<file path="src/hdl/serial_pin_command_shell_unit_assert.svh">
// Assertion macros for the serial pin command shell.
// The macros sample on clk and are disabled while rst_n is low.
`ifndef SERIAL_PIN_COMMAND_SHELL_UNIT_ASSERT_SVH
`define SERIAL_PIN_COMMAND_SHELL_UNIT_ASSERT_SVH
`ifndef NO_ASSERTIONS
// The condition holds at every rising clock edge.
`define SPCS_ASSERT_ALWAYS(lbl, cond) \
  lbl: assert property (@(posedge clk) disable iff (!rst_n) (cond)) \
    else $error("assertion failed");
// The consequent holds whenever the antecedent holds.
`define SPCS_ASSERT_IMPLY(lbl, ante, cons) \
  lbl: assert property (@(posedge clk) disable iff (!rst_n) (ante) |-> (cons)) \
    else $error("assertion failed");
`else
`define SPCS_ASSERT_ALWAYS(lbl, cond)
`define SPCS_ASSERT_IMPLY(lbl, ante, cons)
`endif
`endif

</file>
<file path="src/hdl/spcs_pkg.sv">
package spcs_pkg;

  // Line length limit and counter width.
  localparam int LINE_MAX = 32;
  localparam int CNT_W    = 6;
  localparam int PINS     = 48;

  // Command queue geometry.
  localparam int QDEPTH = 2;
  localparam int QPTR_W = $clog2(QDEPTH);
  localparam int QCNT_W = $clog2(QDEPTH + 1);

  // Status codes.
  localparam logic [2:0] ST_READ_OK  = 3'd0;
  localparam logic [2:0] ST_WRITE_OK = 3'd1;
  localparam logic [2:0] ST_SHORT    = 3'd2;
  localparam logic [2:0] ST_BAD_PORT = 3'd3;
  localparam logic [2:0] ST_BAD_PIN  = 3'd4;
  localparam logic [2:0] ST_BAD_VAL  = 3'd5;
  localparam logic [2:0] ST_BAD_CMD  = 3'd6;
  localparam logic [2:0] ST_LOST     = 3'd7;

  // Character codes.
  localparam logic [7:0] CH_CR     = 8'h0D;
  localparam logic [7:0] CH_NL     = 8'h0A;
  localparam logic [7:0] CH_SPACE  = 8'h20;
  localparam logic [7:0] CH_TILDE  = 8'h7E;
  localparam logic [7:0] CH_QUEST  = 8'h3F;
  localparam logic [7:0] CH_EQUAL  = 8'h3D;
  localparam logic [7:0] CH_UP_A   = 8'h41;
  localparam logic [7:0] CH_UP_F   = 8'h46;
  localparam logic [7:0] CH_LOW_A  = 8'h61;
  localparam logic [7:0] CH_LOW_F  = 8'h66;
  localparam logic [7:0] CH_ZERO   = 8'h30;
  localparam logic [7:0] CH_ONE    = 8'h31;
  localparam logic [7:0] CH_SEVEN  = 8'h37;

  // One classified item handed from the front to the back.
  typedef struct packed {
    logic            lost;
    logic            run;
    logic            echo;
    logic [7:0]      ch;
    logic            ge3;
    logic            ge4;
    logic [3:0][7:0] head;
    logic [PINS-1:0] levels;
  } cmd_t;

  // Queue fill status.
  typedef struct packed {
    logic [QCNT_W-1:0] cnt;
    logic              full;
    logic              empty;
  } qstat_t;

endpackage

</file>
<file path="src/hdl/serial_pin_command_shell_unit.sv">
// Serial pin command shell.
// Input channel in_*: one item per received event. in_tuser is the event kind
// (0 character, 1 link lost); in_tdata carries the received byte and the
// current levels of the 48 pins. Every accepted item yields exactly one result
// item on out_*: the echo (out_tuser set when the character was stored), the
// line outcome (out_tlast set when a line was executed or discarded), status,
// offending character, read level and the pin direction and drive bits after
// the item.
// Throughput is one item per cycle while the receiver takes results. The
// classify stage writes the two-entry command queue when an item is accepted,
// and the execute stage then loads the output register from the queue.
// When the receiver stalls, the output register holds and the queue fills;
// in_tready drops once both queue entries are taken.
// Synchronous reset clears the character count, the queue, the output valid
// and all pins to inputs driven low.
`include "serial_pin_command_shell_unit_assert.svh"

module serial_pin_command_shell_unit
  import spcs_pkg::*;
(
  input  logic         clk,
  input  logic         rst_n,
  input  logic         in_tvalid,
  output logic         in_tready,
  input  logic [55:0]  in_tdata,   // rx_char[7:0], pin_levels[55:8]
  input  logic         in_tuser,   // kind[0]
  output logic         out_tvalid,
  input  logic         out_tready,
  // echo_char[7:0], status[10:8], bad_char[18:11], read_value[19],
  // pin_direction[67:20], pin_drive[115:68], zero[119:116]
  output logic [119:0] out_tdata,
  output logic         out_tuser,  // echo_valid[0]
  output logic         out_tlast   // line_done
);

  cmd_t            push_cmd, pop_cmd;
  qstat_t          qs;
  logic            push, pop;
  logic [7:0]      echo_char, bad_char;
  logic [2:0]      status;
  logic            read_value;
  logic [PINS-1:0] pin_direction, pin_drive;

  spcs_front u_front (
    .clk        (clk),
    .rst_n      (rst_n),
    .in_valid   (in_tvalid),
    .kind       (in_tuser),
    .rx_char    (in_tdata[7:0]),
    .pin_levels (in_tdata[55:8]),
    .q_full     (qs.full),
    .in_ready   (in_tready),
    .push       (push),
    .push_cmd   (push_cmd)
  );

  spcs_queue u_queue (
    .clk      (clk),
    .rst_n    (rst_n),
    .push     (push),
    .push_cmd (push_cmd),
    .pop      (pop),
    .pop_cmd  (pop_cmd),
    .stat     (qs)
  );

  spcs_back u_back (
    .clk           (clk),
    .rst_n         (rst_n),
    .cmd           (pop_cmd),
    .q_empty       (qs.empty),
    .out_ready     (out_tready),
    .pop           (pop),
    .out_valid     (out_tvalid),
    .echo_valid    (out_tuser),
    .echo_char     (echo_char),
    .line_done     (out_tlast),
    .status        (status),
    .bad_char      (bad_char),
    .read_value    (read_value),
    .pin_direction (pin_direction),
    .pin_drive     (pin_drive)
  );

  assign out_tdata = {4'h0, pin_drive, pin_direction, read_value, bad_char,
                      status, echo_char};

  // Checks on queue flow and result coding.
  `SPCS_ASSERT_IMPLY(a_ready_has_room, in_tready, !qs.full)
  `SPCS_ASSERT_IMPLY(a_pop_not_empty, pop, !qs.empty)
  `SPCS_ASSERT_IMPLY(a_idle_status, out_tvalid && !out_tlast, (status == ST_READ_OK) && (bad_char == 8'h00))
  `SPCS_ASSERT_IMPLY(a_lost_no_echo, out_tvalid && (status == ST_LOST), out_tlast && !out_tuser)

endmodule

</file>
<file path="src/hdl/spcs_front.sv">
module spcs_front
  import spcs_pkg::*;
(
  input  logic            clk,
  input  logic            rst_n,
  input  logic            in_valid,
  input  logic            kind,
  input  logic [7:0]      rx_char,
  input  logic [PINS-1:0] pin_levels,
  input  logic            q_full,
  output logic            in_ready,
  output logic            push,
  output cmd_t            push_cmd
);

  logic [CNT_W-1:0] cnt_r, cnt_nxt, cnt_inc, cnt_eff;
  logic [3:0][7:0]  head_r, head_nxt;
  logic             is_eol, is_print, at_max, fire;

  assign in_ready = !q_full;
  assign fire     = in_valid && in_ready;
  assign push     = fire;

  // Classify the character and work out the next line state.
  always_comb begin
    is_eol   = (rx_char == CH_CR) || (rx_char == CH_NL);
    is_print = (rx_char >= CH_SPACE) && (rx_char <= CH_TILDE);
    cnt_inc  = cnt_r + CNT_W'(1);
    at_max   = cnt_inc >= CNT_W'(LINE_MAX);
    head_nxt = head_r;
    if (!kind && is_print && (cnt_r < CNT_W'(4))) begin
      head_nxt[cnt_r[1:0]] = rx_char;
    end
    if (kind || is_eol) begin
      cnt_nxt = '0;
    end else if (is_print) begin
      cnt_nxt = at_max ? '0 : cnt_inc;
    end else begin
      cnt_nxt = cnt_r;
    end
    cnt_eff = is_print ? cnt_inc : cnt_r;
  end

  // Build the queued command.
  always_comb begin
    push_cmd.lost   = kind;
    push_cmd.echo   = !kind && is_print;
    push_cmd.run    = !kind && (is_eol || (is_print && at_max));
    push_cmd.ch     = rx_char;
    push_cmd.ge3    = cnt_eff >= CNT_W'(3);
    push_cmd.ge4    = cnt_eff >= CNT_W'(4);
    push_cmd.head   = head_nxt;
    push_cmd.levels = pin_levels;
  end

  // Character count.
  always_ff @(posedge clk) begin
    if (!rst_n) begin
      cnt_r <= '0;
    end else if (fire) begin
      cnt_r <= cnt_nxt;
    end
  end

  // Head characters of the line; read only after the line wrote them.
  always_ff @(posedge clk) begin
    if (fire) begin
      head_r <= head_nxt;
    end
  end

endmodule

</file>
<file path="src/hdl/spcs_queue.sv">
module spcs_queue
  import spcs_pkg::*;
(
  input  logic   clk,
  input  logic   rst_n,
  input  logic   push,
  input  cmd_t   push_cmd,
  input  logic   pop,
  output cmd_t   pop_cmd,
  output qstat_t stat
);

  cmd_t              mem_r [QDEPTH];
  logic [QPTR_W-1:0] wr_ptr_r, rd_ptr_r;
  logic [QCNT_W-1:0] cnt_r;

  assign pop_cmd    = mem_r[rd_ptr_r];
  assign stat.cnt   = cnt_r;
  assign stat.full  = cnt_r == QCNT_W'(QDEPTH);
  assign stat.empty = cnt_r == '0;

  // Pointers and fill count.
  always_ff @(posedge clk) begin
    if (!rst_n) begin
      wr_ptr_r <= '0;
      rd_ptr_r <= '0;
      cnt_r    <= '0;
    end else begin
      if (push) begin
        wr_ptr_r <= (wr_ptr_r == QPTR_W'(QDEPTH - 1)) ? '0 : wr_ptr_r + QPTR_W'(1);
      end
      if (pop) begin
        rd_ptr_r <= (rd_ptr_r == QPTR_W'(QDEPTH - 1)) ? '0 : rd_ptr_r + QPTR_W'(1);
      end
      if (push && !pop) begin
        cnt_r <= cnt_r + QCNT_W'(1);
      end else if (pop && !push) begin
        cnt_r <= cnt_r - QCNT_W'(1);
      end
    end
  end

  // Entry storage.
  always_ff @(posedge clk) begin
    if (push) begin
      mem_r[wr_ptr_r] <= push_cmd;
    end
  end

endmodule

</file>
<file path="src/hdl/spcs_back.sv">
module spcs_back
  import spcs_pkg::*;
(
  input  logic            clk,
  input  logic            rst_n,
  input  cmd_t            cmd,
  input  logic            q_empty,
  input  logic            out_ready,
  output logic            pop,
  output logic            out_valid,
  output logic            echo_valid,
  output logic [7:0]      echo_char,
  output logic            line_done,
  output logic [2:0]      status,
  output logic [7:0]      bad_char,
  output logic            read_value,
  output logic [PINS-1:0] pin_direction,
  output logic [PINS-1:0] pin_drive
);

  logic [PINS-1:0] dir_r, drv_r, dir_nxt, drv_nxt, mask;
  logic            out_valid_r;
  logic [2:0]      st, port;
  logic [7:0]      bad, c0, c1, c2, c3;
  logic            rv, port_ok, pin_ok;
  logic [5:0]      bidx;

  assign pop       = !q_empty && (!out_valid_r || out_ready);
  assign out_valid = out_valid_r;

  // Parse and execute the line.
  always_comb begin
    c0      = cmd.head[0];
    c1      = cmd.head[1];
    c2      = cmd.head[2];
    c3      = cmd.head[3];
    port_ok = ((c0 >= CH_UP_A) && (c0 <= CH_UP_F)) ||
              ((c0 >= CH_LOW_A) && (c0 <= CH_LOW_F));
    pin_ok  = (c1 >= CH_ZERO) && (c1 <= CH_SEVEN);
    // Both letter ranges start at a code whose low bits are one.
    port    = c0[2:0] - 3'd1;
    bidx    = {port, c1[2:0]};
    mask    = PINS'(1) << bidx;
    st      = ST_READ_OK;
    bad     = '0;
    rv      = 1'b0;
    dir_nxt = dir_r;
    drv_nxt = drv_r;
    if (cmd.lost) begin
      st = ST_LOST;
    end else if (cmd.run) begin
      if (!cmd.ge3) begin
        st = ST_SHORT;
      end else if (!port_ok) begin
        st  = ST_BAD_PORT;
        bad = c0;
      end else if (!pin_ok) begin
        st  = ST_BAD_PIN;
        bad = c1;
      end else if (c2 == CH_QUEST) begin
        dir_nxt = dir_r & ~mask;
        rv      = cmd.levels[bidx];
        st      = ST_READ_OK;
      end else if (cmd.ge4 && (c2 == CH_EQUAL)) begin
        if ((c3 == CH_ZERO) || (c3 == CH_ONE)) begin
          dir_nxt = dir_r | mask;
          drv_nxt = (c3 == CH_ONE) ? (drv_r | mask) : (drv_r & ~mask);
          st      = ST_WRITE_OK;
        end else begin
          st  = ST_BAD_VAL;
          bad = c3;
        end
      end else begin
        st  = ST_BAD_CMD;
        bad = c0;
      end
    end
  end

  // Pin state and output valid.
  always_ff @(posedge clk) begin
    if (!rst_n) begin
      dir_r       <= '0;
      drv_r       <= '0;
      out_valid_r <= 1'b0;
    end else begin
      if (pop) begin
        dir_r <= dir_nxt;
        drv_r <= drv_nxt;
      end
      if (pop) begin
        out_valid_r <= 1'b1;
      end else if (out_ready) begin
        out_valid_r <= 1'b0;
      end
    end
  end

  // Result payload.
  always_ff @(posedge clk) begin
    if (pop) begin
      echo_valid    <= cmd.echo;
      echo_char     <= cmd.echo ? cmd.ch : 8'h00;
      line_done     <= cmd.lost || cmd.run;
      status        <= st;
      bad_char      <= bad;
      read_value    <= rv;
      pin_direction <= dir_nxt;
      pin_drive     <= drv_nxt;
    end
  end

endmodule
</file>
<file path="config.mk">
export PLATFORM = sky130hd
export DESIGN_NAME = serial_pin_command_shell_unit
export DESIGN_NICKNAME = d
export VERILOG_FILES = /design/src/hdl/spcs_pkg.sv /design/src/hdl/serial_pin_command_shell_unit.sv /design/src/hdl/spcs_front.sv /design/src/hdl/spcs_queue.sv /design/src/hdl/spcs_back.sv
export VERILOG_INCLUDE_DIRS = /design/src /design/src/hdl
export SDC_FILE = /design/constraint.sdc
export NUM_CORES = 1
export LEC_CHECK = 0
export BUFFER_PORTS_ARGS = -buffer_cell sky130_fd_sc_hd__buf_2
export CORE_ASPECT_RATIO = 0.7
export CORE_MARGIN = 8
export CORE_UTILIZATION = 59
export DETAILED_ROUTE_END_ITERATION = 8
export PLACE_DENSITY = 0.89
export SLEW_MARGIN = 25
export SYNTH_ARGS = -nofsm -noshare
export SYNTH_HDL_FRONTEND = slang
export SYNTH_SLANG_ARGS = --single-unit
export TNS_END_PERCENT = 20
</file>
<file path="constraint.sdc">
create_clock -name clk -period 7.9 [get_ports clk]
set_input_delay 1.58 -clock clk [delete_from_list [all_inputs] [get_ports clk]]
set_output_delay 1.58 -clock clk [all_outputs]
set_load 0.01 [all_outputs]
</file>
==> results of run 1 <==
stage by stage:
stage	setup WS [ns]	instances	instance area, µm²
2_1_floorplan	1.796	1349	18470
3_3_place_gp	3.546	1882	19640
3_5_place_dp	3.612	1882	19640
4_1_cts	3.527	1956	21070
5_1_grt	3.218	1957	21090
6_report	3.495	1957	21090
area by class of cell:
cell class	instances	area (µm²)
Inverter	17	66.31
Clock inverter	21	279.0
Timing Repair Buffer	201	1071
Fill cell	2058	9918
Tap cell	420	525.5
Clock buffer	53	1154
Multi-Input combinational cell	801	5746
Sequential cell	444	12250
synthesized netlist by cell type (3+ instances only):
library cell / instances / area, µm²
nor3_1: 16 / 80.08
o221ai_1: 4 / 35.03
nand3_1: 58 / 290.3
nor4b_1: 4 / 35.03
a311oi_1: 8 / 70.07
nor4_1: 5 / 31.28
nor4_2: 3 / 37.54
edfxtp_1: 336 / 10090
nand2_1: 46 / 172.7
buf_6: 9 / 101.4
buf_4: 6 / 45.04
nor2_1: 122 / 457.9
a21oi_1: 56 / 280.3
nor2b_1: 7 / 43.79
mux4_2: 9 / 202.7
buf_1: 5 / 18.77
buf_2: 12 / 60.06
o32ai_1: 8 / 70.07
o21ai_0: 52 / 260.3
o21a_1: 4 / 30.03
mux2i_1: 54 / 540.5
o22ai_1: 15 / 93.84
o22a_1: 48 / 420.4
mux2_1: 10 / 112.6
mux2_2: 72 / 810.8
or4_1: 7 / 52.55
clkbuf_1: 55 / 206.5
dfxtp_1: 108 / 2162
nand2b_1: 10 / 62.56
nand3b_1: 5 / 37.54
and2_1: 12 / 75.07
ha_1: 8 / 100.1
a31oi_1: 7 / 43.79
o221a_2: 48 / 540.5
inv_1: 15 / 56.30
or3_1: 49 / 306.5
xor2_1: 4 / 35.03
or2_2: 5 / 31.28
worst max-delay path, cell delays in order (launching register included):
cell and delay, ns:
dfxtp_2 0.72, buf_4 0.49, nor2b_1 0.11, a21oi_1 0.45
ha_1 0.25, nor2b_1 0.20, o2111ai_1 0.15, buf_4 0.24
or4_4 0.79, buf_12 0.30, or3_1 0.35, a21oi_1 0.17
logic make-up (layout without fill, tap and decap cells):
group | after synthesis | after routing
other | 1 | 4
buffers and inverters | 104 | 292
flip-flops | 444 | 444
adder cells (fa/ha/maj) | 8 | 8
AO/OA/AOI/OAI | 276 | 276
XOR/XNOR | 6 | 6
AND/OR/NAND/NOR | 362 | 362
multiplexers | 145 | 145
power breakdown:
group | internal [mW] | leakage, nW | switching [mW] | total [mW]
registers | 3.13 | 4.08 | 0.195 | 3.32
logic | 0.455 | 2.61 | 1.02 | 1.47
clock network | 1.26 | 0.711 | 0.846 | 2.11
metal layers:
metal | wire (µm) | share of wire [%]
met1 | 18670 | 41
met2 | 21000 | 46
met3 | 5138 | 11
met4 | 1149 | 2.5
met5 | 0 | 0
registers in the layout, summed over array words and instances, names as in the netlist, named ones only:
| signal | count |
|---|---|
| u_back.out_valid | 1 |
| u_queue.cnt_r | 2 |
| u_queue.mem_r | 186 |
| u_back.pin_drive | 48 |
| u_back.line_done | 1 |
| u_queue.rd_ptr_r | 1 |
| u_back.read_value | 1 |
| u_back.pin_direction | 48 |
| u_front.cnt_r | 6 |
| u_back.echo_char | 8 |
| u_back.dir_r | 48 |
| u_back.bad_char | 8 |
| u_back.status | 3 |
| u_back.echo_valid | 1 |
| u_queue.wr_ptr_r | 1 |
| u_back.drv_r | 48 |
| u_front.head_r | 32 |
worst min path at each step:
stage	end	slack (ns)	cells after the start
finish	u_back.drv_r[30]	0.46	2
global route	u_back.drv_r[30]	0.47	2
CTS	u_back.drv_r[30]	0.46	2
detailed placement	u_back.drv_r[30]	0.45	2
global placement	u_back.drv_r[34]	0.44	2
floorplan	u_back.drv_r[21]	0.43	2
==> run summary, run 1 <==
status: finished clean
Post-CTS Setup Repair Bufs: 0
met3 Track Usage GR: 6.137%
maximum VDD drop: 0.2068 mV
H-tree depth: 2
Pwr Total: 6.905 mW
Max Fclk: 0.2270 GHz
CTS root buffer: clkbuf_16
Avg WL per Cell: 23.49 µm
Post-synth EDFFs: 336
CTS tree: yes
Setup TNS Final: 0 ns
die height: 164.0 µm
CTS Buf Count: 41
Starting Density: 59.53%
PwrDens: 327.4 nW/µm²
R2R Setup Slk: 3.50 ns
RSZ-0062 raised after global routing: false
Routed WL: 45960 µm
DRT iter0 DRCs: 1667
Max-Cap Viols: 0
Synth Instances: 1346
Leak Pwr: 7.409 nW
Resized cells post-CTS: 0
CTS Buffer Depth: 3
GRT busiest layer: met2
Synth Area in Simple Gates: 9.855%
Startpoint Class: register
most common cell after layout, fill and taps aside: edfxtp_1
endpoint class of the critical path: register
Avg Synthesized Cell Area: 13.71 µm²
DR vias: 12580
Worst Path Arrival: 4.84 ns
drt drc: 0
HP Start: u_back.drv_r[30]
most frequent cells in the layout: edfxtp_1, buf_2, nor2_1
I/O pins: 185
multiplexer area fraction after synthesis: 9.028%
adder-cell area share of the yosys netlist: 0.5422%
Post-Syn Area: 18460 µm²
CTS Sinks: 444
Rel. slew slack: 30.40%
Final Net Count: 1575
Yosys cell types: 70
hold slack: 0.4582 ns
FFs w/ async S/R, synth: 0%
# setup viols final: 0
clk_lat worst skew: 0.55 ns
vias in the first global route: 12400
met1 Usage GRT: 32.85%
Worst Setup EP: u_back.drv_r[14]
Max Slew Vio Count: 0
CP max FO: 76
XOR/XNOR share of the synthesized area: 0.2847%
clock slew seen by the registers of the worst setup and hold paths: 0.06 ns
GRT overflow: 0
Hold-fix buffers, CTS: 0
Worst Skew: 0.01950 ns
Tot GR Track Use: 24.04%
type of the worst setup path: register to register
Die ar.: 37300 µm²
#FFs+latches synth: 444
initial antenna violation count: 0
HP Class: register to register
grt met2 use: 37.30%
Port Buffer Count: 180
Final GP Congestion: 0.8748
core footprint: 31010 µm²
post-route minimum period: 4.405 ns
ys flop type: edfxtp_1
drt first pass iters: 7
Syn. warnings: 0
Diodes inserted: 0
largest net degree at the start of global routing: 127
fraction of layout cells with a size suffix above 1: 27.07%
area delta synth->final: 14.27%
chip width: 227.4 µm
Critical Path RT: 8.34 ns
Seq/Total Area, Yosys: 66.37%
Hold Vio Cnt, Final: 0
Final period util: 55.76%
r2r endpoint: u_back.drv_r[14]
FF-to-FF path depth: 11
antenna-violating nets left: 0
largest family of logic cells by synthesized area: compound AO/OA/AOI/OAI gates
Post-Route Utilization: 68.02%
Worst Max-Slew Pin Slew: 1.044 ns
via/cell ratio: 6.427
first-pass GRT wire length: 69970 µm
fraction of the mapped netlist area in compound gates: 11.22%
row count: 54
post-DP HPWL: 28820 µm
(Power assumes the default switching activity.)
==> inputs of run 2 (changes only) <==
--- a/config.mk
+++ b/config.mk
@@ -9,9 +9,9 @@
 export BUFFER_PORTS_ARGS = -buffer_cell sky130_fd_sc_hd__buf_2
 export CORE_ASPECT_RATIO = 0.7
 export CORE_MARGIN = 8
-export CORE_UTILIZATION = 59
+export CORE_UTILIZATION = 53
 export DETAILED_ROUTE_END_ITERATION = 8
-export PLACE_DENSITY = 0.89
+export PLACE_DENSITY = 0.85
 export SLEW_MARGIN = 25
 export SYNTH_ARGS = -nofsm -noshare
 export SYNTH_HDL_FRONTEND = slang
==> constraint.sdc (replaced) <==
create_clock -name clk -period 4.05 [get_ports clk]
set_input_delay 0.81 -clock clk [delete_from_list [all_inputs] [get_ports clk]]
set_output_delay 0.81 -clock clk [all_outputs]
set_load 0.01 [all_outputs]
==> run summary, run 2 (same netlist as run 1, synthesis figures left out) <==
chip width: 239.1 µm
initial antenna violation count: 0
Sw Share: 30.81%
Psw: 4.112 mW
Hold Vio Cnt, Final: 0
RSZ-0062 raised after global routing: false
HP Class: primary input to register
Rel. slew slack: 42.48%
Top reg by flops: u_queue.mem_r
GRT overflow: 0
antenna-violating nets left: 0
Leak Pwr: 7.458 nW
DR vias: 12580
Final period util: 92.57%
Worst Max-Slew Pin Slew: 0.8549 ns
largest net degree at the start of global routing: 127
DRT iter0 DRCs: 1427
clock group share of total power: 28.6%
Final Net Count: 1591
CTS root buffer: clkbuf_16
vias in the first global route: 12320
Post-Route Utilization: 61.55%
Hold-fix buffers, CTS: 0
status: finished clean
Routed WL: 46940 µm
core footprint: 34520 µm²
PwrDens: 628.2 nW/µm²
clk_lat worst skew: 0.55 ns
most common cell after layout, fill and taps aside: edfxtp_1
maximum VDD drop: 0.3631 mV
Worst Path Arrival: 4.04 ns
# setup viols final: 0
type of the worst setup path: register to register
endpoint class of the critical path: register
Final GP Congestion: 0.8646
hold slack: 0.4527 ns
post-DP HPWL: 30030 µm
CTS Buf Count: 41
Max-Cap Viols: 0
Critical Path RT: 4.34 ns
Tot GR Track Use: 22.14%
Max Slew Vio Count: 0
CTS Buffer Depth: 3
Startpoint Class: register
Pwr Total: 13.35 mW
Avg WL per Cell: 23.16 µm
Post-CTS Setup Repair Bufs: 0
Max Fclk: 0.2667 GHz
drt first pass iters: 6
CP max FO: 48
Setup TNS Final: 0 ns
H-tree depth: 2
Port Buffer Count: 180
area delta synth->final: 15.09%
Resized cells post-CTS: 0
max reg flops: 186
fraction of layout cells with a size suffix above 1: 27.72%
drt drc: 0
share of power burned in registers: 48.5%
CTS Sinks: 444
CTS tree: yes
die height: 172.1 µm
Die ar.: 41150 µm²
via/cell ratio: 6.205
Starting Density: 53.48%
most frequent cells in the layout: edfxtp_1, buf_2, nor2_1
clock slew seen by the registers of the worst setup and hold paths: 0.06 ns
post-route minimum period: 3.749 ns
row count: 57
Worst Skew: 0.01596 ns
Int Power: 9.235 mW
Diodes inserted: 0
Logic pwr share: 22.9%
I/O pins: 185
first-pass GRT wire length: 71330 µm
==> run 2: changes by cell type in the layout (fill, tap and decap cells not counted), sizes merged <==
cell,delta
buf,+16
clkbuf,+3
clkinv,+3
clkinvlp,+1
bufinv,-5
==> run 2: area by class of cell <==
class | count | area (µm²)
inverters | 17 | 67.56
fillers | 2570 | 13270
multi-input cells | 801 | 5743
repair buffers | 217 | 1266
clock inverters | 20 | 158.9
well taps | 472 | 590.6
flip-flops and latches | 444 | 12250
clock buffers | 56 | 1166
==> run 2: through the flow <==
stage                     setup slack (ns)  cells  cell area, µm²
final                               0.3009   2027           21250
after global routing                0.1008   2027           21250
after CTS                           0.3435   2027           21240
after detailed placement            0.3482   1951           19920
after global placement              0.4359   1951           19920
after floorplan                    -0.5279   1349           18470
==> run 2: path summary, 6_finish.rpt <==
path / endpoint / slack (ns) / depth (start not counted) / startpoint
min reg2reg: u_back.drv_r[21] / 0.46 / 2 / u_back.drv_r[21]
max: u_back.pin_drive[12] / 0.30 / 8 / register
min: u_queue.mem_r[0][3] / 0.45 / 1 / in_tdata[11]
max reg2reg: u_back.pin_drive[12] / 0.30 / 8 / register
==> run 2: power by group through the flow <==
stage | Combinational [mW] | Sequential, mW | Clock [mW]
2_1_floorplan | 1.43 | 6.77 | 0
3_3_place_gp | 2.96 | 6.55 | 0
5_1_grt | 3.26 | 6.56 | 4.05
3_5_place_dp | 3.03 | 6.57 | 0
6_report | 3.05 | 6.48 | 3.82
4_1_cts | 3.05 | 6.48 | 3.87
==> run 2: worst max-delay path: stages, from the launching register on <==
cell and delay (ns):
dfxtp_2 0.73, buf_12 0.27, nand4_1 0.12, nor4_2 0.53, o21ai_1 0.25, or4_2 0.74
buf_12 0.24, nor2_1 0.23, mux2_1 0.35
==> run 2: per-layer routing <==
layer / part of all wire [%] / GRT usage, % / routed length (µm)
met5: 0 / 0 / 0
met1: 42 / 30.73 / 19750
met2: 45 / 34.48 / 21250
met3: 10 / 5.573 / 4727
met4: 2.6 / 6.407 / 1216
==> inputs of run 3 (changes only) <==
--- a/config.mk
+++ b/config.mk
@@ -11,7 +11,7 @@
 export CORE_MARGIN = 8
 export CORE_UTILIZATION = 53
 export DETAILED_ROUTE_END_ITERATION = 8
-export PLACE_DENSITY = 0.85
+export PLACE_DENSITY = 0.76
 export SLEW_MARGIN = 25
 export SYNTH_ARGS = -nofsm -noshare
 export SYNTH_HDL_FRONTEND = slang
==> run summary, run 3 (same netlist as run 1, synthesis figures left out) <==
status: finished clean
HP Class: primary input to register
vias in the first global route: 12170
post-route minimum period: 3.550 ns
Post-CTS Setup Repair Bufs: 0
CTS Buffer Depth: 3
GRT overflow: 0
Int Power: 9.471 mW
DRT iter0 DRCs: 1412
DR vias: 12230
Psw: 4.118 mW
Tot GR Track Use: 21.86%
Worst Skew: 0.01680 ns
setup ws final: 0.4996 ns
endpoint class of the critical path: register
share of power burned in registers: 47.8%
Avg WL per Cell: 22.52 µm
Top reg by flops: u_queue.mem_r
Worst Path Arrival: 3.85 ns
max reg flops: 186
Setup TNS Final: 0 ns
Leak Pwr: 7.510 nW
via/cell ratio: 6.026
clock slew seen by the registers of the worst setup and hold paths: 0.06 ns
Max-Cap Viols: 0
Max Fclk: 0.2817 GHz
CTS tree: yes
Logic pwr share: 22.1%
area delta synth->final: 15.64%
Final GP Congestion: 0.8426
Port Buffer Count: 180
Resized cells post-CTS: 0
Starting Density: 53.48%
Critical Path RT: 4.35 ns
Place WS: 0.5709 ns
CTS Buf Count: 43
maximum VDD drop: 0.4259 mV
type of the worst setup path: register to register
most common cell after layout, fill and taps aside: edfxtp_1
Pwr Total: 13.59 mW
placed insts: 1952
Placement Cell Area: 19900 µm²
Hold Vio Cnt, Final: 0
Final Net Count: 1594
drt drc: 0
core footprint: 34520 µm²
largest net degree at the start of global routing: 127
FF-to-FF path depth: 8
clk_lat worst skew: 0.55 ns
Hold-fix buffers, CTS: 0
hold slack: 0.4512 ns
HP Start: in_tdata[44]
CP max FO: 48
antenna-violating nets left: 0
CTS Sinks: 444
Final period util: 87.66%
Max Slew Vio Count: 0
row count: 57
Worst Setup EP: u_back.pin_drive[2]
Post-Route Utilization: 61.84%
final instance area: 21350 µm²
fraction of layout cells with a size suffix above 1: 28.11%
first-pass GRT wire length: 70590 µm
drt first pass iters: 6
Routed WL: 45720 µm
chip width: 239.1 µm
Startpoint Class: register
Diodes inserted: 0
H-tree depth: 2
CTS root buffer: clkbuf_16
PwrDens: 636.6 nW/µm²
Sw Share: 30.30%
R2R Setup Slk: 0.50 ns
initial antenna violation count: 0
I/O pins: 185
post-DP HPWL: 29170 µm
clock group share of total power: 30.1%
die height: 172.1 µm
Worst Max-Slew Pin Slew: 0.8954 ns
most frequent cells in the layout: edfxtp_1, buf_2, nor2_1
Rel. slew slack: 40.31%
r2r endpoint: u_back.pin_drive[2]
# setup viols final: 0
Die ar.: 41150 µm²
post-route non-filler standard cell count: 2030
RSZ-0062 raised after global routing: false
run 3: how the worst min path moves through the flow:
stage,cells after the start,to
finish,1,u_queue.mem_r[0][36]
global route,1,u_queue.mem_r[1][36]
CTS,1,u_queue.mem_r[1][36]
detailed placement,2,u_back.drv_r[32]
global placement,2,u_back.drv_r[32]
floorplan,2,u_back.drv_r[21]
run 3: power groups by stage:
stage / Sequential, mW / Combinational (mW) / Clock (mW)
final: 6.49 / 3.01 / 4.09
after global placement: 6.57 / 2.96 / 0
after floorplan: 6.77 / 1.43 / 0
after detailed placement: 6.57 / 3.01 / 0
after CTS: 6.50 / 3.02 / 4.14
after global routing: 6.57 / 3.24 / 4.32
run 3: final cells by class:
class,count,area (µm²)
clock buffers,58,1235
clock inverters,20,207.7
fillers,2653,13170
inverters,17,67.56
multi-input cells,801,5744
flip-flops and latches,444,12250
well taps,472,590.6
repair buffers,218,1249
run 3: per-layer routing:
metal	global-route usage [%]	part of all wire, %
met2	33.78	46
met3	4.777	8.6
met1	30.98	44
met5	0	0
met4	6.328	2.2
run 3: worst max-delay path, stage by stage (launching register included):
cell	delay, ns
dfxtp_2	0.45
buf_4	0.25
or3b_1	0.41
o21ai_0	0.34
o21ai_1	0.25
or4_2	0.75
buf_12	0.23
nor2_1	0.22
mux2_2	0.37
